--- src/rtl/qdsd_ram.sv ---
// qdsd_ram: generic single-write, single-read memory with registered read data
`default_nettype none

module qdsd_ram #(
    parameter int WIDTH = 8,
    parameter int DEPTH = 16
) (
    input  wire logic                     aclk,
    input  wire logic                     we,
    input  wire logic [$clog2(DEPTH)-1:0] waddr,
    input  wire logic [WIDTH-1:0]         wdata,
    input  wire logic [$clog2(DEPTH)-1:0] raddr,
    output logic      [WIDTH-1:0]         rdata
);

    logic [WIDTH-1:0] mem [DEPTH];

    // write port and registered read port
    always_ff @(posedge aclk) begin
        if (we) begin
            mem[waddr] <= wdata;
        end
        rdata <= mem[raddr];
    end

endmodule

`default_nettype wire

--- config.mk ---
export PLATFORM = sky130hd
export DESIGN_NAME = qdsd_ram
export DESIGN_NICKNAME = d
export VERILOG_FILES = /design/src/rtl/qdsd_ram.sv
export SDC_FILE = /design/constraint.sdc
export NUM_CORES = 1
export LEC_CHECK = 0
export ABC_AREA = 1
export ABC_CLOCK_PERIOD_IN_PS = 1920
export CAP_MARGIN = 25
export CORE_ASPECT_RATIO = 1.75
export CORE_MARGIN = 1
export CORE_UTILIZATION = 50
export CTS_CLUSTER_DIAMETER = 30
export DETAILED_ROUTE_END_ITERATION = 10
export DONT_BUFFER_PORTS = 1
export MAX_ROUTING_LAYER = met4
export PLACE_DENSITY_LB_ADDON = 0.15
export SLEW_MARGIN = 20
export SYNTH_ARGS = -nofsm -noshare
export SYNTH_HDL_FRONTEND = slang
export SYNTH_SLANG_ARGS = --single-unit
export TNS_END_PERCENT = 20
--- constraint.sdc ---
create_clock -name aclk -period 1.92 [get_ports aclk]
set_input_delay 0.384 -clock aclk [delete_from_list [all_inputs] [get_ports aclk]]
set_output_delay 0.384 -clock aclk [all_outputs]
set_load 0.1 [all_outputs]
==> reports/results.tsv, run 1 <==
stage	metric	value	unit
timing	Slew Limit Fails	0	
route	Via Count	3674	
power_and_ir_drop	Int Pwr	5.461	mW
setup_path	critical path class	reg2out	
timing	Setup TNS Final	0	ns
power_and_ir_drop	Max IR drop VDD	0.0008386	V
clock_tree	clk buf depth	2	
floorplan	full die area	11980	sq um
setup_path	Setup crit end kind	primary output	
global_route	vias in the first global route	3558	
synth	register bit total from synthesis	136	
synth	Ys Warns	0	
power_and_ir_drop	Logic pwr share	6.3	%
finish	fin util	58.79	%
floorplan	Die Y	144.1	um
timing	RSZ-0062 raised after global routing	false	
timing	skew final	0.008765	ns
placement	PortBufs	0	
min_path	beginning of the worst hold path	wdata[6]	
route	WL per Instance	18.05	um
setup_path	Critical Path Start	rdata[6]$_DFF_P_	
power_and_ir_drop	pwr dens	1065	nW/um^2
synth	sequential cell area fraction in the yosys report	69.43	%
finish	diodes inserted	0	
floorplan	Die X	83.18	um
clock_tree	Setup Fix Bufs, Post-CTS	0	
clock_tree	clock-pin slew on the worst setup and hold paths	0.06	ns
global_route	initial antenna violation count	0	
setup_path	CP peak stage delay	0.34	ns
timing	Tcrit/Tclk final	74.57	%
synth	syn_nets	569	
setup_path	FF-to-FF Start	mem[3][7]$_DFFE_PP_	
route	DRT iter0 DRCs	285	
timing	Least-Margin Pin Slew	0.6484	ns
clock_tree	CTS tree	built	
global_route	first-pass GRT wire length	19690	um
route	DRT Pass-1 Iters	5	
route	final antenna-violating net count	0	
power_and_ir_drop	Clk pwr share	45.9	%
clock_tree	CTS Buf Count	17	
clock_tree	root buf cell	clkbuf_16	
setup_path	Crit Path Max Fanout	1	
power_and_ir_drop	Net Sw Frac	21.87	%
min_path	min-delay worst type	in2reg	
finish	nets@finish	589	
job	max cap viols	0	
global_route	largest net degree at the start of global routing	66	
route	Vias/cell	5.131	
timing	post-layout minimum cycle time	1.432	ns
clock_tree	cts hold-fix bufs	0	
clock_tree	worst-skew pair later-pin latency	0.41	ns
setup_path	CP required	1.54	ns
timing	f_max	698.4	MHz
timing	Final Hold Fails	0	
placement	HPWL after DPL	7931	um
floorplan	initial core utilization	51.64	%
finish	layout cells sized above 1	9.589	%
setup_path	Data arrival, critical path	1.05	ns
global_route	total track usage	23.58	%
clock_tree	# clock sinks	136	
clock_tree	H-tree Lvls	4	
setup_path	Slowest cell on crit path	dfxtp_1	
timing	max_slew headroom	56.62	%
floorplan	FP Rows	51	
power_and_ir_drop	leakage power	2.835	nW
placement	gpl congestion	0.8791	
power_and_ir_drop	Flop pwr share	47.8	%
global_route	global route overflow	0	
setup_path	CP cell instances	buf_4	
power_and_ir_drop	switching power	1.529	mW
setup_path	startpoint types	flip-flop	
synth	Netlist Area Pre-Place	5767	sq um
route	final wirelength	12930	um
floorplan	area of the core	11170	sq um
synth	mean area per synthesized cell	10.47	sq um
synth	Synth cell types	12	
timing	Final setup viols	0	
setup_path	Top delay family on crit path	flip-flops	
clock_tree	# resized after CTS	0	
setup_path	Worst Path Buf+Inv	1	
synth	synthesized instance count	551	
floorplan	I/O pin count	26	
run_status	outcome	completed	
finish	synth-to-layout area growth	13.84	%
route	drt drc	0	
==> registers in the layout (all words and copies together), names as in the netlist <==
name / count
mem: 128
rdata: 8
==> per-layer routing <==
metal  vias up  track usage, %  part of all wire [%]
met3        20           5.651                   4.9
li1       1812               -                     -
met2       110           39.69                    52
met5         -               -                     0
met4         0           9.619                   2.6
met1      1732           27.26                    40
==> layout make-up <==
class                           instances  area [sq um]
Fill cell                             910          4602
Sequential cell                       136          4004
Multi-Input combinational cell        289          1214
Clock buffer                           18         429.2
Inverter                              102         382.9
Timing Repair Buffer                   25         212.7
Tap cell                              132         165.2
Clock inverter                         14         157.7
==> synthesized netlist by cell type <==
cell        n  area, sq um
buf_1       1        3.750
inv_1     100        375.4
nand3_1    97        485.5
edfxtp_1  128         3844
nand3b_1    2        15.01
inv_2       2        7.510
dfxtp_1     8        160.2
buf_4       4        30.03
buf_6       6        67.56
nor2_1     17        63.81
buf_2      13        65.06
nand2_1   173        649.4
==> metrics by stage <==
stage	worst slack, ns	power (mW)	hold WS (ns)	instances	instance area (sq um)
floorplan	0.5852	3.772	0.4829	551	5767
global placement	0.3810	3.838	0.4841	684	5978
detailed placement	0.3635	3.843	0.4841	684	5978
CTS	0.4808	7.029	0.05420	716	6565
global route	0.4630	7.177	0.04819	716	6565
finish	0.4882	6.989	0.06682	716	6565
==> cell usage in the layout (no fill, tap or decap) <==
| cell type | Yosys | layout |
|---|---|---|
| nand2_1 | 173 | 173 |
| edfxtp_1 | 128 | 128 |
| inv_1 | 100 | 100 |
| nand3_1 | 97 | 97 |
| buf_4 | 4 | 23 |
| nor2_1 | 17 | 17 |
| clkbuf_16 | 0 | 17 |
| dfxtp_1 | 8 | 8 |
| clkinv_2 | 0 | 4 |
| clkinvlp_4 | 0 | 3 |
| bufinv_16 | 0 | 3 |
| inv_2 | 2 | 2 |
| nand3b_1 | 2 | 2 |
| clkinv_1 | 0 | 2 |
| clkinv_4 | 0 | 2 |
| buf_12 | 0 | 2 |
| clkbuf_1 | 0 | 1 |
==> power groups by stage <==
stage | clock, mW | sequential [mW] | combinational, mW
global route | 3.36 | 3.35 | 0.474
floorplan | 0 | 3.54 | 0.234
finish | 3.21 | 3.34 | 0.439
detailed placement | 0 | 3.40 | 0.442
CTS | 3.25 | 3.34 | 0.443
global placement | 0 | 3.40 | 0.436
==> worst paths after layout <==
kind | slack (ns) | to | cells past startpoint
max | 0.49 | rdata[6] | 1
min | 0.07 | mem[13][6]$_DFFE_PP_ | 0
max reg2reg | 0.89 | rdata[7]$_DFF_P_ | 6
min reg2reg | 0.68 | rdata[4]$_DFF_P_ | 6
==> cell families after synthesis <==
kind of cell	after synthesis	share of synthesized area (%)
buffers and inverters	126	9.525
AND/OR/NAND/NOR	289	21.05
flip-flops	136	69.43
No activity file was read; power rests on OpenSTA's default activity.
==> run 2, diff against run 1 <==
--- a/config.mk
+++ b/config.mk
@@ -6,7 +6,7 @@
 export NUM_CORES = 1
 export LEC_CHECK = 0
 export ABC_AREA = 1
-export ABC_CLOCK_PERIOD_IN_PS = 1920
+export ABC_CLOCK_PERIOD_IN_PS = 1200
 export CAP_MARGIN = 25
 export CORE_ASPECT_RATIO = 1.75
 export CORE_MARGIN = 1
==> constraint.sdc (replaced) <==
create_clock -name aclk -period 1.2 [get_ports aclk]
set_input_delay 0.24 -clock aclk [delete_from_list [all_inputs] [get_ports aclk]]
set_output_delay 0.24 -clock aclk [all_outputs]
set_load 0.1 [all_outputs]
==> reports/results.tsv, run 2 (synthesis results as in run 1) <==
stage	metric	value	unit
placement	gpl congestion	0.8302	
clock_tree	Setup Fix Bufs, Post-CTS	0	
power_and_ir_drop	pwr dens	1653	nW/um^2
job	max cap viols	0	
run_status	outcome	completed	
power_and_ir_drop	Max IR drop VDD	0.001271	V
clock_tree	worst-skew pair later-pin latency	0.41	ns
route	drt drc	0	
global_route	total track usage	24.51	%
finish	nets@finish	606	
timing	final hold slack	0.04163	ns
timing	post-layout minimum cycle time	1.190	ns
clock_tree	CTS tree	built	
route	DRT Pass-1 Iters	5	
timing	Tcrit/Tclk final	99.18	%
global_route	vias in the first global route	3864	
floorplan	FP Rows	51	
setup_path	startpoint types	flip-flop	
setup_path	Data arrival, critical path	0.95	ns
floorplan	initial core utilization	51.64	%
power_and_ir_drop	switching power	2.630	mW
power_and_ir_drop	leakage power	2.970	nW
finish	layout cells sized above 1	12.31	%
clock_tree	H-tree Lvls	4	
timing	final setup margin	0.009874	ns
timing	max_slew headroom	45.70	%
placement	Area after DPL	6163	sq um
power_and_ir_drop	Logic pwr share	8.1	%
placement	HPWL after DPL	8299	um
power_and_ir_drop	Clk pwr share	44.5	%
floorplan	I/O pin count	26	
setup_path	Top delay family on crit path	flip-flops	
timing	skew final	0.007712	ns
setup_path	Crit Path Max Fanout	1	
clock_tree	# clock sinks	136	
power_and_ir_drop	Net Sw Frac	23.22	%
power_and_ir_drop	total chip power	11.32	mW
timing	Slew Limit Fails	0	
clock_tree	root buf cell	clkbuf_16	
finish	most frequent cells in the layout	nand2_1, edfxtp_1, inv_1, nand3_1, buf_4	
finish	diodes inserted	0	
setup_path	CP cell instances	buf_12	
clock_tree	clk buf depth	2	
setup_path	CP peak stage delay	0.36	ns
setup_path	Setup crit end kind	primary output	
floorplan	full die area	11980	sq um
route	DRT iter0 DRCs	271	
finish	Top reg by flops	mem	
min_path	min-delay worst type	in2reg	
route	Via Count	3844	
route	final wirelength	13080	um
timing	RSZ-0062 raised after global routing	true	
floorplan	Die Y	144.1	um
global_route	first-pass GRT wire length	20560	um
setup_path	Slowest cell on crit path	dfxtp_2	
global_route	global route overflow	0	
finish	max reg flops	128	
timing	Final Hold Fails	0	
floorplan	area of the core	11170	sq um
setup_path	critical path class	reg2out	
timing	Least-Margin Pin Slew	0.8145	ns
setup_path	CP required	0.96	ns
finish	fin area	6853	sq um
route	final antenna-violating net count	0	
placement	PortBufs	0	
power_and_ir_drop	Int Pwr	8.695	mW
timing	f_max	840.2	MHz
placement	pre-CTS setup slack	0.04595	ns
route	WL per Instance	17.85	um
route	Vias/cell	5.244	
finish	most common cell after layout, fill and taps aside	nand2_1	
clock_tree	clock-pin slew on the worst setup and hold paths	0.06	ns
power_and_ir_drop	Flop pwr share	47.4	%
finish	synth-to-layout area growth	18.83	%
floorplan	Die X	83.18	um
clock_tree	CTS Buf Count	17	
global_route	initial antenna violation count	0	
setup_path	Worst Path Buf+Inv	1	
global_route	largest net degree at the start of global routing	66	
timing	Final setup viols	0	
finish	Regs by FF count	mem x128, rdata x8	
==> run 2: cell types whose count changed in the layout (fill, tap and decap cells not counted), sizes merged <==
| cell | change |
|---|---|
| dlygate4sd3 | +6 |
| bufinv | -1 |
| clkinv | -5 |
| dlymetal6s4s | +3 |
| inv | +3 |
| buf | +8 |
| clkinvlp | +3 |
==> run 2: final timing paths <==
path	from	end	slack (ns)	cells after the start
worst max-delay path	rdata[1]$_DFF_P_	rdata[1]	0.01	1
worst min-delay path	raddr[2]	rdata[4]$_DFF_P_	0.04	3
worst max register to register	mem[1][3]$_DFFE_PP_	rdata[3]$_DFF_P_	0.15	6
worst min register to register	mem[14][4]$_DFFE_PP_	rdata[4]$_DFF_P_	0.66	6
==> run 2: final cells by class <==
cell class	instances	area, sq um
fillers	896	4314
flip-flops and latches	136	4016
multi-input cells	289	1214
repair buffers	42	495.5
clock buffers	18	429.2
inverters	102	382.9
well taps	132	165.2
clock inverters	14	150.1
==> run 2: power by group through the flow <==
stage	clock [mW]	sequential, mW	combinational (mW)
6_report	5.04	5.37	0.916
5_1_grt	5.32	5.38	0.978
4_1_cts	5.11	5.37	0.919
3_5_place_dp	0	5.46	0.807
3_3_place_gp	0	5.46	0.803
2_1_floorplan	0	5.66	0.375
==> run 2: stage by stage <==
| step | TNS [ns] | instances | util [%] |
|---|---|---|---|
| 2_1_floorplan | 0 | 551 | - |
| 3_3_place_gp | 0 | 692 | 55.19 |
| 3_5_place_dp | 0 | 692 | 55.19 |
| 4_1_cts | -0.04716 | 733 | 61.25 |
| 5_1_grt | -0.03541 | 733 | 61.37 |
| 6_report | 0 | 733 | 61.37 |
==> run 2: metal layers <==
layer	part of all wire (%)	wire length, um	track usage, %
met4	3.9	511	14.43
met2	52	6765	40.64
met1	39	5148	27.21
met5	0	0	-
met3	5.0	656	5.537
==> run 2: what timing repair did <==
item                       in CTS  in global routing
setup endpoints to repair       6                 47
hold endpoints to repair      136                  0
hold buffers                    9                  0
gates resized for setup         6                  6
==> run 2: worst reg2reg max path: cells and delay by family (launching register included) <==
family / cells / cell delay (ns)
DFF: 1 / 0.36
and+or+nand+nor: 5 / 0.52
buffers and inverters: 1 / 0.06
==> run 3, diff against run 2 <==
--- a/config.mk
+++ b/config.mk
@@ -10,7 +10,7 @@
 export CAP_MARGIN = 25
 export CORE_ASPECT_RATIO = 1.75
 export CORE_MARGIN = 1
-export CORE_UTILIZATION = 50
+export CORE_UTILIZATION = 57
 export CTS_CLUSTER_DIAMETER = 30
 export DETAILED_ROUTE_END_ITERATION = 10
 export DONT_BUFFER_PORTS = 1
==> reports/results.tsv, run 3 (synthesis results as in run 1) <==
stage	metric	value	unit
global_route	vias in the first global route	3736	
setup_path	Worst Path Buf+Inv	1	
route	DRT Pass-1 Iters	5	
setup_path	CP required	1.30	ns
setup_path	CP cell instances	dlygate4sd3_1	
clock_tree	cts hold-fix bufs	8	
setup_path	FF-to-FF Start	mem[9][6]$_DFFE_PP_	
setup_path	Data arrival, critical path	1.29	ns
global_route	global route overflow	0	
setup_path	CP peak stage delay	1.05	ns
timing	final hold slack	-0.07764	ns
finish	diodes inserted	0	
power_and_ir_drop	Max IR drop VDD	0.001615	V
global_route	largest net degree at the start of global routing	66	
floorplan	initial core utilization	58.55	%
timing	f_max	836.5	MHz
setup_path	critical path class	in2reg	
route	Via Count	3856	
clock_tree	root buf cell	clkbuf_16	
global_route	GR Util met2	45.97	%
global_route	met3 usage	5.811	%
clock_tree	H-tree Lvls	4	
finish	Top reg by flops	mem	
setup_path	r2r setup slk	0.21	ns
timing	final setup margin	0.004479	ns
setup_path	crit path capture	mem[9][1]$_DFFE_PP_	
timing	Final Hold Fails	16	
placement	placed cell count	685	
setup_path	R2R Path End	rdata[6]$_DFF_P_	
finish	most common cell after layout, fill and taps aside	nand2_1	
setup_path	Setup crit end kind	flip-flop	
placement	HPWL after DPL	8078	um
timing	Final setup viols	0	
power_and_ir_drop	total chip power	11.80	mW
finish	max reg flops	128	
floorplan	FP Rows	48	
clock_tree	worst-skew pair later-pin latency	0.41	ns
clock_tree	clk buf depth	2	
min_path	hold path depth	0	
power_and_ir_drop	leakage power	2.983	nW
global_route	first-pass GRT wire length	19420	um
setup_path	Top delay family on crit path	buffers and inverters	
finish	nets@finish	605	
global_route	total track usage	27.28	%
route	WL per Instance	17.47	um
min_path	min-delay worst type	in2reg	
clock_tree	CTS tree	built	
timing	skew final	0.006179	ns
placement	PortBufs	0	
clock_tree	# clock sinks	136	
route	drt drc	0	
timing	max_slew headroom	45.19	%
placement	Area after DPL	6117	sq um
timing	post-layout minimum cycle time	1.196	ns
route	final antenna-violating net count	0	
placement	pre-CTS setup slack	0.03628	ns
clock_tree	Setup Fix Bufs, Post-CTS	0	
route	Vias/cell	5.319	
setup_path	Slowest cell on crit path	dlygate4sd3_1	
run_status	outcome	finished with violations	
setup_path	Critical Path Start	wdata[1]	
timing	Slew Limit Fails	0	
power_and_ir_drop	pwr dens	1723	nW/um^2
finish	Layout Cells excl Fill	725	
finish	synth-to-layout area growth	18.72	%
finish	most frequent cells in the layout	nand2_1, edfxtp_1, inv_1, nand3_1, buf_4	
job	max cap viols	0	
setup_path	Reg2Reg Depth	6	
route	DRT iter0 DRCs	267	
finish	Regs by FF count	mem x128, rdata x8	
global_route	gr busiest metal	met2	
floorplan	full die area	10540	sq um
finish	layout cells sized above 1	11.83	%
placement	gpl congestion	0.8916	
timing	Least-Margin Pin Slew	0.8221	ns
floorplan	I/O pin count	26	
run_status	failing checks	hold timing	
floorplan	area of the core	9849	sq um
clock_tree	clock-pin slew on the worst setup and hold paths	0.06	ns
timing	Tcrit/Tclk final	99.63	%
setup_path	startpoint types	input pin	
setup_path	Crit Path Max Fanout	16	
route	final wirelength	12660	um
timing	RSZ-0062 raised after global routing	true	
global_route	initial antenna violation count	0	
finish	fin util	69.51	%
setup_path	Critical Path Stages	1	
finish	fin area	6847	sq um
floorplan	Die X	78.04	um
global_route	GR Layer Usage met1	29.81	%
clock_tree	CTS Buf Count	17	
floorplan	Die Y	135.1	um
run 3: metrics by stage:
step / TNS (ns) / hold slack (ns)
6_report: 0 / -0.07764
5_1_grt: -0.02350 / -0.09575
4_1_cts: -0.004785 / -0.09363
3_5_place_dp: 0 / 0.3396
3_3_place_gp: 0 / 0.3399
2_1_floorplan: 0 / 0.3389
run 3: routing by layer:
metal  up-vias  part of all wire, %
li1       1845                    -
met1      1828                   36
met2       145                   53
met3        38                  5.7
met4         0                  4.4
met5         -                    0
run 3: power breakdown:
part           switching, mW  internal [mW]
logic                  0.598          0.294
registers             0.0503           5.32
clock network           1.86           3.67
run 3: area by class of cell:
type	instances	area, sq um
clock buffers	19	432.9
multi-input cells	289	1214
fillers	730	3003
repair buffers	41	445.4
clock inverters	13	201.4
flip-flops and latches	136	4014
inverters	102	382.9
well taps	125	156.4
run 3: worst min path at each step:
stage                     startpoint              endpoint  slack, ns
after global placement      wdata[2]   mem[3][2]$_DFFE_PP_       0.34
after floorplan             wdata[0]   mem[0][0]$_DFFE_PP_       0.34
final                       wdata[2]   mem[3][2]$_DFFE_PP_      -0.08
after global routing        wdata[2]  mem[11][2]$_DFFE_PP_       -0.1
after detailed placement    wdata[4]  mem[11][4]$_DFFE_PP_       0.34
after CTS                   wdata[2]   mem[0][2]$_DFFE_PP_      -0.09
run 3: what timing repair did:
| action | in CTS | in global routing |
|---|---|---|
| gates resized for setup | 8 | 2 |
| hold endpoints to repair | 136 | 16 |
| endpoints found under the setup margin | 8 | 35 |
