===== src/rtl/qdsd_pkg.sv =====
// qdsd_pkg: shared constants, beat types and sequencer states of the stability detector
`default_nettype none

package qdsd_pkg;

    // storage depths and fill threshold
    localparam int SAMPLE_DEPTH = 512;
    localparam int MATCH_DEPTH  = 1024;
    localparam int WINDOW_DEPTH = 256;
    localparam int MIN_FILL     = 30;

    // field widths
    localparam int TIME_W   = 48;
    localparam int SAMPLE_W = 24;
    localparam int DEV_W    = 32;
    localparam int SCORE_W  = 16;
    localparam int BUCKET_W = 2;
    localparam int FRAC_W   = 8;

    // ring and window pointers and counts
    localparam int SPOS_W = $clog2(SAMPLE_DEPTH);
    localparam int SCNT_W = $clog2(SAMPLE_DEPTH + 1);
    localparam int MPOS_W = $clog2(MATCH_DEPTH);
    localparam int MCNT_W = $clog2(MATCH_DEPTH + 1);
    localparam int WPOS_W = $clog2(WINDOW_DEPTH);
    localparam int WCNT_W = $clog2(WINDOW_DEPTH + 1);

    // running sums and the variance numerator
    localparam int SUM_W  = SAMPLE_W + SPOS_W + 1;
    localparam int MAG_W  = SAMPLE_W + SPOS_W;
    localparam int SQ_W   = 2 * SAMPLE_W;
    localparam int QSUM_W = SQ_W + SPOS_W;
    localparam int RHS_W  = QSUM_W + SCNT_W;
    localparam int NUM_W  = RHS_W + 2 * FRAC_W;
    localparam int NN1_W  = 2 * SCNT_W;
    localparam int MULC_W = $clog2(MAG_W + 1);

    // score operands
    localparam int DOT_W    = WCNT_W + 3;
    localparam int CSQ_W    = 2 * WCNT_W;
    localparam int NORM_W   = 2 * WCNT_W + 7;
    localparam int SCORE_SH = 30;

    // shared divide and root unit
    localparam int DEN_W  = (NN1_W > NORM_W) ? NN1_W : NORM_W;
    localparam int RAD_W  = 2 * DEV_W;
    localparam int DSC_W  = $clog2(NUM_W + 1);

    // stability test
    localparam int MN1_W     = 2 * MCNT_W;
    localparam int CMP_W     = 2 * MCNT_W + 7;
    localparam int STB_SCALE = 100;
    localparam int STB_HI    = 49;
    localparam int STB_LO    = 16;

    localparam int WDATA_W = TIME_W + BUCKET_W;

    // reset values
    localparam logic [DEV_W-1:0]   DEV_RESET  = 32'd2560;
    localparam logic [SCORE_W-1:0] SCORE_ONE  = 16'd32768;
    localparam logic [TIME_W-1:0]  WLEN_RESET = 48'd1000000000;
    localparam logic [TIME_W-1:0]  SPR_RESET  = 48'd1000000000;
    localparam logic [TIME_W-1:0]  STB_RESET  = 48'd2500000000;

    typedef enum logic {
        OP_ADD  = 1'b0,
        OP_EVAL = 1'b1
    } op_t;

    typedef enum logic [1:0] {
        REG_WINDOW_LENGTH    = 2'd0,
        REG_SPREAD_PERIOD    = 2'd1,
        REG_STABILITY_PERIOD = 2'd2
    } cfg_reg_t;

    typedef struct packed {
        op_t                        op;
        logic signed [SAMPLE_W-1:0] delay_sample;
        logic [TIME_W-1:0]          now;
    } qdsd_in_t;

    typedef struct packed {
        logic [BUCKET_W-1:0] bucket;
        logic [SCORE_W-1:0]  score;
        logic                stable;
        logic [DEV_W-1:0]    spread;
    } qdsd_out_t;

    typedef struct packed {
        logic busy;
        logic done;
    } ds_status_t;

    typedef enum logic [1:0] {
        DS_IDLE,
        DS_DIV,
        DS_SQRT,
        DS_DONE
    } ds_phase_t;

    typedef enum logic [4:0] {
        ST_IDLE,
        ST_ADD_RD,
        ST_ADD_SQO,
        ST_ADD_SQN,
        ST_ADD_WR,
        ST_SPR_CHK,
        ST_MUL_N,
        ST_MUL_S,
        ST_DEV_DIV,
        ST_DEV_WAIT,
        ST_BUCKET,
        ST_WIN_RD,
        ST_WIN_DROP,
        ST_WIN_PUSH,
        ST_EVC_RD,
        ST_EVC_CHK,
        ST_SC_PREP,
        ST_SC_NORM,
        ST_SC_DIV,
        ST_SC_WAIT,
        ST_MT_RD,
        ST_MT_UPD,
        ST_STB_CHK,
        ST_STB_CMP,
        ST_DONE
    } qdsd_state_t;

endpackage

`default_nettype wire


===== src/rtl/qdsd_divsqrt.sv =====
// qdsd_divsqrt: bit-serial floor(sqrt(floor(num / den))) with a saturated root
`default_nettype none

module qdsd_divsqrt import qdsd_pkg::*; (
    input  wire logic             aclk,
    input  wire logic             aresetn,
    input  wire logic             start,
    input  wire logic [NUM_W-1:0] num,
    input  wire logic [DEN_W-1:0] den,
    output ds_status_t            status,
    output logic      [DEV_W-1:0] root
);

    ds_phase_t          phase_reg, phase_next;
    logic [DSC_W-1:0]   cnt_reg;
    logic [NUM_W-1:0]   quo_reg;
    logic [DEN_W-1:0]   rem_reg;
    logic [DEN_W-1:0]   den_reg;
    logic [RAD_W-1:0]   rad_reg;
    logic [DEV_W+1:0]   srem_reg;
    logic [DEV_W-1:0]   root_reg;

    logic [DEN_W:0]     div_trial;
    logic               div_bit;
    logic [DEN_W-1:0]   rem_step;
    logic [NUM_W-1:0]   quo_step;
    logic [RAD_W-1:0]   rad_load;
    logic [DEV_W+3:0]   sq_trial;
    logic [DEV_W+3:0]   sq_sub;
    logic               sq_bit;

    // one restoring divide step
    always_comb begin
        div_trial = {rem_reg, quo_reg[NUM_W-1]};
        div_bit   = (div_trial >= {1'b0, den_reg});
        rem_step  = div_bit ? DEN_W'(div_trial - {1'b0, den_reg}) : div_trial[DEN_W-1:0];
        quo_step  = {quo_reg[NUM_W-2:0], div_bit};
        rad_load  = (|quo_step[NUM_W-1:RAD_W]) ? {RAD_W{1'b1}} : quo_step[RAD_W-1:0];
    end

    // one restoring root step, two radicand bits at a time
    always_comb begin
        sq_trial = {srem_reg, rad_reg[RAD_W-1 -: 2]};
        sq_sub   = (DEV_W+4)'({root_reg, 2'b01});
        sq_bit   = (sq_trial >= sq_sub);
    end

    // next phase
    always_comb begin
        phase_next = phase_reg;
        unique case (phase_reg)
            DS_IDLE: begin
                if (start) phase_next = DS_DIV;
            end
            DS_DIV: begin
                if (cnt_reg == DSC_W'(1)) phase_next = DS_SQRT;
            end
            DS_SQRT: begin
                if (cnt_reg == DSC_W'(1)) phase_next = DS_DONE;
            end
            DS_DONE: phase_next = DS_IDLE;
            default: phase_next = DS_IDLE;
        endcase
    end

    // status outputs
    always_comb begin
        status.busy = (phase_reg != DS_IDLE);
        status.done = (phase_reg == DS_DONE);
    end

    assign root = root_reg;

    always_ff @(posedge aclk) begin
        if (!aresetn) begin
            phase_reg <= DS_IDLE;
        end else begin
            phase_reg <= phase_next;
        end
    end

    // divide and root datapath
    always_ff @(posedge aclk) begin
        unique case (phase_reg)
            DS_IDLE: begin
                quo_reg <= num;
                den_reg <= den;
                rem_reg <= '0;
                cnt_reg <= DSC_W'(NUM_W);
            end
            DS_DIV: begin
                quo_reg <= quo_step;
                rem_reg <= rem_step;
                cnt_reg <= cnt_reg - DSC_W'(1);
                if (cnt_reg == DSC_W'(1)) begin
                    rad_reg  <= rad_load;
                    srem_reg <= '0;
                    root_reg <= '0;
                    cnt_reg  <= DSC_W'(DEV_W);
                end
            end
            DS_SQRT: begin
                rad_reg  <= {rad_reg[RAD_W-3:0], 2'b00};
                srem_reg <= sq_bit ? (DEV_W+2)'(sq_trial - sq_sub) : (DEV_W+2)'(sq_trial);
                root_reg <= {root_reg[DEV_W-2:0], sq_bit};
                cnt_reg  <= cnt_reg - DSC_W'(1);
            end
            default: begin
            end
        endcase
    end

endmodule

`default_nettype wire


===== config.mk =====
export PLATFORM = sky130hd
export DESIGN_NAME = qdsd_divsqrt
export DESIGN_NICKNAME = d
export VERILOG_FILES = /design/src/rtl/qdsd_pkg.sv /design/src/rtl/qdsd_divsqrt.sv
export SDC_FILE = /design/constraint.sdc
export NUM_CORES = 1
export LEC_CHECK = 0
export BUFFER_PORTS_ARGS = -buffer_cell sky130_fd_sc_hd__buf_4
export CORE_ASPECT_RATIO = 2
export CORE_MARGIN = 2
export CORE_UTILIZATION = 51
export DETAILED_ROUTE_END_ITERATION = 10
export PLACE_DENSITY = 0.83
export SETUP_SLACK_MARGIN = 0.2
export SKIP_CTS_REPAIR_TIMING = 1
export SLEW_MARGIN = 20
export SYNTH_ARGS = -nofsm -noshare
export SYNTH_HDL_FRONTEND = slang
export SYNTH_SLANG_ARGS = --single-unit

===== constraint.sdc =====
create_clock -name aclk -period 11.2 [get_ports aclk]
set_input_delay 0.56 -clock aclk [delete_from_list [all_inputs] [get_ports aclk]]
set_output_delay 0.56 -clock aclk [all_outputs]
set_load 0.02 [all_outputs]

==> impl_results.md, run 1 <==
- CP Launch Type: register
- Combinational Power Share: 0.401
- DP Wirelength: about 23000 um
- Post-route ant nets: 0
- Period minus WS final: 3.62 ns
- Seq. cell area: between 8000 and 9000 sq um
- # port buffers: around 140
- CP Class: register to register
- Flop pwr share: 0.398
- # DRC: 0
- Static leakage: slightly below 7 nW
- Initial core utilization: 0.519
- PD cells: about 270 nW/um^2
- Ys async rst share: 0
- Pwr Total: 4.56 mW
- Largest net degree at the start of global routing: approximately 110
- R2r endpoint: srem_reg[8]$_SDFFCE_PN0P_
- Multi-input logic area: 5760 sq um
- P&R area growth vs syn: 15.2%
- Fin. Hold Viols: 0
- Synth cell types: 75
- Worst setup endpoint: srem_reg[8]$_SDFFCE_PN0P_
- Critical Path Slowest Stage Cell: o31a_1
- Max FFs per register: 83
- F_max: about 280 MHz
- Synth Flop Type: edfxtp_1
- CP Capture Type: register
- Sequential share of the synthesized area: 0.555
- Final setup viols: 0
- Synth Warn #: 0
- EDFF count, synth: 270
- Worst path cell trace: inv_1 -> ha_1 -> a21oi_1 -> o21ai_0 -> a21oi_1 -> o221ai_1 -> a31oi_1 -> o31a_1 -> buf_4 -> or2_2 -> a21oi_1
- I/O pins: between 100 and 150
- Post-synthesis register bit count: 272
- Max VDD drop: ~0.00019 V
- Clock share of power: 0.201
- Reg2reg start: root[21]$_SDFFCE_PN0P_
- Clock latency on the worst-skew pair: approximately 0.55 ns
- Die Area: about 30000 sq um
- NetSw: 1.71 mW
- Number of CTS-inserted buffers: 24
- CP dominant cell by count: a21oi_1
- Vias in the first global route: ~11000
- Critical path depth: 11
- Layout fillers: ~2300
- Top cells by area, synth: edfxtp_1, mux2_2, ha_1
- HP Class: input port to register
- Slew @ Worst Pin: roughly 1.1 ns
- Worst slew margin: 0.262
- Arrival @ worst endpoint: 3.89 ns
- Core area: between 20000 and 30000 sq um
- Max Buffers Root-to-Sink: 3
- Pint: roughly 2.9 mW
- Slew Limit Fails: 0
- Buf+Inv Stages, Crit Path: 2
- RSZ-0062 raised after global routing: false
- WL per Instance: between 15 and 20 um
- Tcrit/Tclk final: 0.323
- Total placed instance area: between 15000 and 20000 sq um
- Share of cells above drive strength 1: 0.208
- CTS tree: yes
- Skew final: ~0.02 ns
- Chip Height: between 200 and 250 um
- FF-to-FF setup slack: 7.58 ns
- Sw Share: 0.374
- Post-placement worst setup slack: between 7 and 8 ns
- Antenna violations before repair: 0
- Total track usage: 0.216
- Max Fanout on Critical Path: 19
- Post-Layout Inst Area: approximately 17000 sq um
- Max stage delay on crit path: roughly 0.71 ns
- Nets: 1623
- Via density: ~5.8
- Syn Area/Cell: about 11 sq um
- Horiz. Die Dim: ~120 um
- Top cell type's share of synthesized area: 0.552
- Final core utilization: 0.597
- WL final: around 33000 um
- H-tree depth: 1
- Max cap viols: 0
- CP top delay family: compound AO/OA/AOI/OAI gates
- GRT Residual Overflow: 0
- Final setup TNS: 0 ns
- Run status: completed
- Root Driver: clkbuf_16
- CP required: around 11 ns
- Clk sinks: ~270
- Crit path launch: root[21]$_SDFFCE_PN0P_
- Worst hold stages: 1
- # rows: between 80 and 90
- # diodes: 0
- DR vias: between 10000 and 15000
- Synth Cell Area: about 15000 sq um
- Gpl congestion: 0.912
- DRT iter0 DRCs: 645
- Setup ws final: around 7.6 ns
- Post-synth top area cell: edfxtp_1
- Post-synthesis instance total: ~1300
- Drt first pass iters: 5
- Worst Reg-to-Reg Cells: 11
- Clock-pin slew on the worst setup and hold paths: about 0.070 ns
- First-pass GRT wire length: slightly above 50000 um
- Post-Synthesis Net Count: ~1500
metrics by stage:
step,instances,hold WS [ns]
floorplan,1331,0.533
global placement,1775,0.560
detailed placement,1775,0.565
CTS,1819,0.163
global route,1819,0.174
finish,1819,0.193
cells in the final DEF (no fill, tap or decap), drive strengths merged, types with 18 or more instances in the layout:
cell,instances
ha,66
mux2,83
nand2,101
nor3,75
clkbuf,27
inv,143
a21oi,144
edfxtp,270
nand3,30
nor2,80
nand4,18
xnor2,33
buf,153
o21ai,43
worst reg2reg max path: stages (launching register included):
cell and delay, ns:
edfxtp_1 0.37, inv_1 0.08, ha_1 0.42, a21oi_1 0.18
o21ai_0 0.27, a21oi_1 0.32, o221ai_1 0.15, a31oi_1 0.26
o31a_1 0.71, buf_4 0.37, or2_2 0.16, a21oi_1 0.06
kinds of logic after synthesis:
kind of cell,Yosys count,share of synthesized area
adder cells (fa/ha/maj),67,0.0576
AND/OR/NAND/NOR,363,0.117
buffers and inverters,208,0.0565
multiplexers,86,0.0657
AO/OA/AOI/OAI,286,0.118
flip-flops,272,0.555
XOR/XNOR,49,0.0292
synth_stat cells (all sizes together) (8+ instances only):
library cell,n
edfxtp,270
a21oi,144
inv,143
nand2,101
mux2,83
nor2,80
nor3,75
ha,66
clkbuf,50
o21ai,43
xnor2,33
nand3,30
nand4,18
a21o,17
xor2,16
buf,15
or3,12
nor4,9
o21a,9
a211oi,8
a31oi,8
o211ai,8
or2,8
worst min-delay path by stage:
stage	from	end	slack (ns)
floorplan	quo_reg[0]$_DFFE_PP_	rad_reg[1]$_SDFFCE_PP0P_	0.53
global placement	quo_reg[12]$_DFFE_PP_	quo_reg[13]$_DFFE_PP_	0.56
detailed placement	quo_reg[0]$_DFFE_PP_	quo_reg[1]$_DFFE_PP_	0.57
CTS	den[16]	den_reg[16]$_DFFE_PP_	0.16
global route	den[19]	den_reg[19]$_DFFE_PP_	0.17
finish	den[19]	den_reg[19]$_DFFE_PP_	0.19
final cells by class:
type / count / share of cell area
Clock buffer: 27 / 0.0362
Clock inverter: 17 / 0.0151
Inverter: 143 / 0.0317
Multi-Input combinational cell: 851 / 0.341
Sequential cell: 272 / 0.482
Tap cell: 356 / 0.0263
Timing Repair Buffer: 153 / 0.0682
metal layers:
layer / vias up / share of wire / GRT usage
met5: - / 0 / 0
met4: 0 / 0.042 / 0.0939
met3: 82 / 0.042 / 0.0319
met2: 285 / 0.56 / 0.412
met1: 5066 / 0.36 / 0.227
li1: 5055 / - / -
power groups by stage:
| stage | registers (mW) | clock network [mW] | logic (mW) |
|---|---|---|---|
| CTS | 1.81 | 0.941 | 1.82 |
| global route | 1.85 | 0.973 | 2.02 |
| detailed placement | 1.84 | 0 | 1.81 |
| floorplan | 1.86 | 0 | 1.36 |
| global placement | 1.82 | 0 | 1.76 |
| finish | 1.82 | 0.919 | 1.83 |
Power figures use the tool's default switching activity.
==> run 2: changes to the inputs <==
--- a/config.mk
+++ b/config.mk
@@ -5,6 +5,7 @@
 export SDC_FILE = /design/constraint.sdc
 export NUM_CORES = 1
 export LEC_CHECK = 0
+export ABC_AREA = 1
 export BUFFER_PORTS_ARGS = -buffer_cell sky130_fd_sc_hd__buf_4
 export CORE_ASPECT_RATIO = 2
 export CORE_MARGIN = 2
==> constraint.sdc (replaced) <==
create_clock -name aclk -period 3.3 [get_ports aclk]
set_input_delay 0.165 -clock aclk [delete_from_list [all_inputs] [get_ports aclk]]
set_output_delay 0.165 -clock aclk [all_outputs]
set_load 0.02 [all_outputs]
==> run 2 against run 1 <==
Sequential power rose to 3.7 times the previous value; non-clock buffer count is 113 higher; synthesized area is 9.7% higher; utilization is 2.8 points higher; die area is 9.5% higher; first-iteration DRC count increased by 93%; register-to-register slack got worse by 7.1 ns.
==> impl_results.md, run 2 <==
- Run status: completed
- CP top delay family: simple AND/OR/NAND/NOR gates
- GRT Residual Overflow: 0
- WL per Instance: between 15 and 20 um
- Multi-input logic area: about 6700 sq um
- DP Wirelength: 27300 um
- # port buffers: 144
- Vias in the first global route: ~13000
- Sequential share of the synthesized area: 0.506
- Post-Synthesis Net Count: 2180
- Via density: approximately 5.2
- Largest net degree at the start of global routing: 106
- Tcrit/Tclk final: 0.856
- DRT iter0 DRCs: around 1200
- Final core utilization: 0.625
- Final setup viols: 0
- Gpl congestion: ~0.98
- Share of cells above drive strength 1: 0.113
- Syn Area/Cell: about 8.0 sq um
- PD cells: about 1100 nW/um^2
- Ys async rst share: 0
- Most frequent cell after synthesis: nand2_1
- CP Launch Type: register
- Nets: 2415
- Initial core utilization: 0.514
- Buf+Inv Stages, Crit Path: 3
- Drt first pass iters: 7
- Synth Flop Type: edfxtp_1
- Critical Path Slowest Stage Cell: fa_1
- Top cell type's share of synthesized area: 0.503
- Clk sinks: between 200 and 300
- Max cap viols: 0
- Pwr Total: around 21 mW
- Worst path cell trace: inv_1 -> ha_1 -> fa_1 -> o21ai_2 -> nand2_1 -> nand2_2 -> nand2_1 -> nand2_2 -> nand2_1 -> nand3_2 -> buf_4 -> buf_4 -> nand2_1 -> nand2_1 -> nor2_1
- Final setup TNS: 0 ns
- Slew Limit Fails: 0
- Worst slew margin: 0.353
- Die Area: around 33000 sq um
- HP Class: input port to register
- EDFF count, synth: 270
- Max stage delay on crit path: roughly 0.42 ns
- Non-filler cells, final: 2680
- CTS tree: yes
- Antenna violations before repair: 1
- RSZ-0062 raised after global routing: false
- Skew final: roughly 0.015 ns
- CP required: ~3.6 ns
- Root Driver: clkbuf_16
- Chip Height: around 260 um
- Max VDD drop: 0.000641 V
- Max FFs per register: 83
- Slew @ Worst Pin: 0.970 ns
- Horiz. Die Dim: between 100 and 150 um
- # DRC: 0
- Max Buffers Root-to-Sink: 3
- I/O pins: 145
- Commonest cells in the synthesized netlist: nand2_1, nor2_1, inv_1
- WL final: around 43000 um
- Layout fillers: 2558
- H-tree depth: 1
- Fin. Hold Viols: 0
- Arrival @ worst endpoint: 3.15 ns
- Clock latency on the worst-skew pair: 0.57 ns
- CP Class: register to register
- Core area: about 31000 sq um
- Post-synthesis instance total: 2002
- Synth Warn #: 0
- Max Fanout on Critical Path: 18
- Total track usage: 0.233
- F_max: between 300 and 400 MHz
- Top cells by area, synth: edfxtp_1, nand2_1, nor2_1
- Commonest non-fill, non-tap cells in the layout: nand2_1, nor2_1, inv_1, edfxtp_1, buf_4
- Most common cell after layout, fill and taps aside: nand2_1
- # rows: approximately 90
- Post-synthesis register bit count: about 270
- Static leakage: 9.03 nW
- Number of CTS-inserted buffers: 25
- Clock-pin slew on the worst setup and hold paths: around 0.070 ns
- Post-synth top area cell: edfxtp_1
- Post-route ant nets: 0
- First-pass GRT wire length: 62500 um
- Synth Cell Area: between 15000 and 20000 sq um
- DP Cell Count: roughly 2500
- Seq. cell area: about 8100 sq um
- Period minus WS final: 2.83 ns
- CP dominant cell by count: nand2_1
- Synth cell types: 42
- CP Capture Type: register
- DR vias: between 10000 and 15000
- P&R area growth vs syn: 21.6%
## run 2: cell count changes in the layout (fill, tap and decap cells not counted), moves of 10 or more
cell and delta:
a21o_1 -15, nor3_1 -66, nand3b_1 +10, o21ai_1 +20, nor2_2 +27, nor2_1 +209
dlygate4sd3_1 +109, mux2_2 -83, a21oi_1 -27, xnor2_1 -22, nand3_1 +14, inv_1 +128
nand2_1 +563
## run 2: worst paths after layout
kind / startpoint / endpoint / slack (ns) / cells after the start
max: quo_reg[82]$_DFFE_PP_ / rem_reg[4]$_SDFFCE_PN0P_ / 0.47 / 15
min: start / phase_reg[1]$_SDFFE_PN0P_ / 0.07 / 3
max reg2reg: quo_reg[82]$_DFFE_PP_ / rem_reg[4]$_SDFFCE_PN0P_ / 0.47 / 15
min reg2reg: quo_reg[1]$_DFFE_PP_ / quo_reg[2]$_DFFE_PP_ / 0.55 / 2
## run 2: cell type report
class	count	area share
antenna	1	0.000128
multi-input combinational	1396	0.342
clock buffer	26	0.0321
sequential	272	0.416
tap	423	0.0270
clock inverter	20	0.0120
inverter	276	0.0531
timing repair buffer	266	0.117
## run 2: tightest hold or removal path: cells and delay by family
kind	cells	cell delay [ns]
buffers and inverters	1	0.11
AOI/OAI and AO/OA	2	0.32
## run 2: routing by layer
metal / track usage / wire length (um) / vias up
met2: 0.363 / 20100 / 591
met1: 0.342 / 18300 / 6375
li1: - / - / 6881
met5: 0 / 0 / -
met4: 0.0675 / 1390 / 0
met3: 0.0281 / 3170 / 91
## run 2: kinds of logic after synthesis
family / synth area share
AND/OR/NAND/NOR: 0.276
buffers and inverters: 0.0820
flip-flops: 0.506
AO/OA/AOI/OAI: 0.0666
adder cells (fa/ha/maj): 0.0525
XOR/XNOR: 0.0169
## run 2: per-stage QoR
stage	worst slack, ns	hold slack, ns	cell area, sq um
after global routing	0.221	0.0619	19600
after CTS	0.490	-0.255	18500
after global placement	0.589	0.344	17600
after detailed placement	0.512	0.344	17600
final	0.474	0.0718	19600
after floorplan	0.116	0.264	16200
## run 2: power by group
group	total [mW]	switching [mW]	internal [mW]
clock network	3.15	1.42	1.73
registers	6.67	0.844	5.83
logic	11.6	7.83	3.79
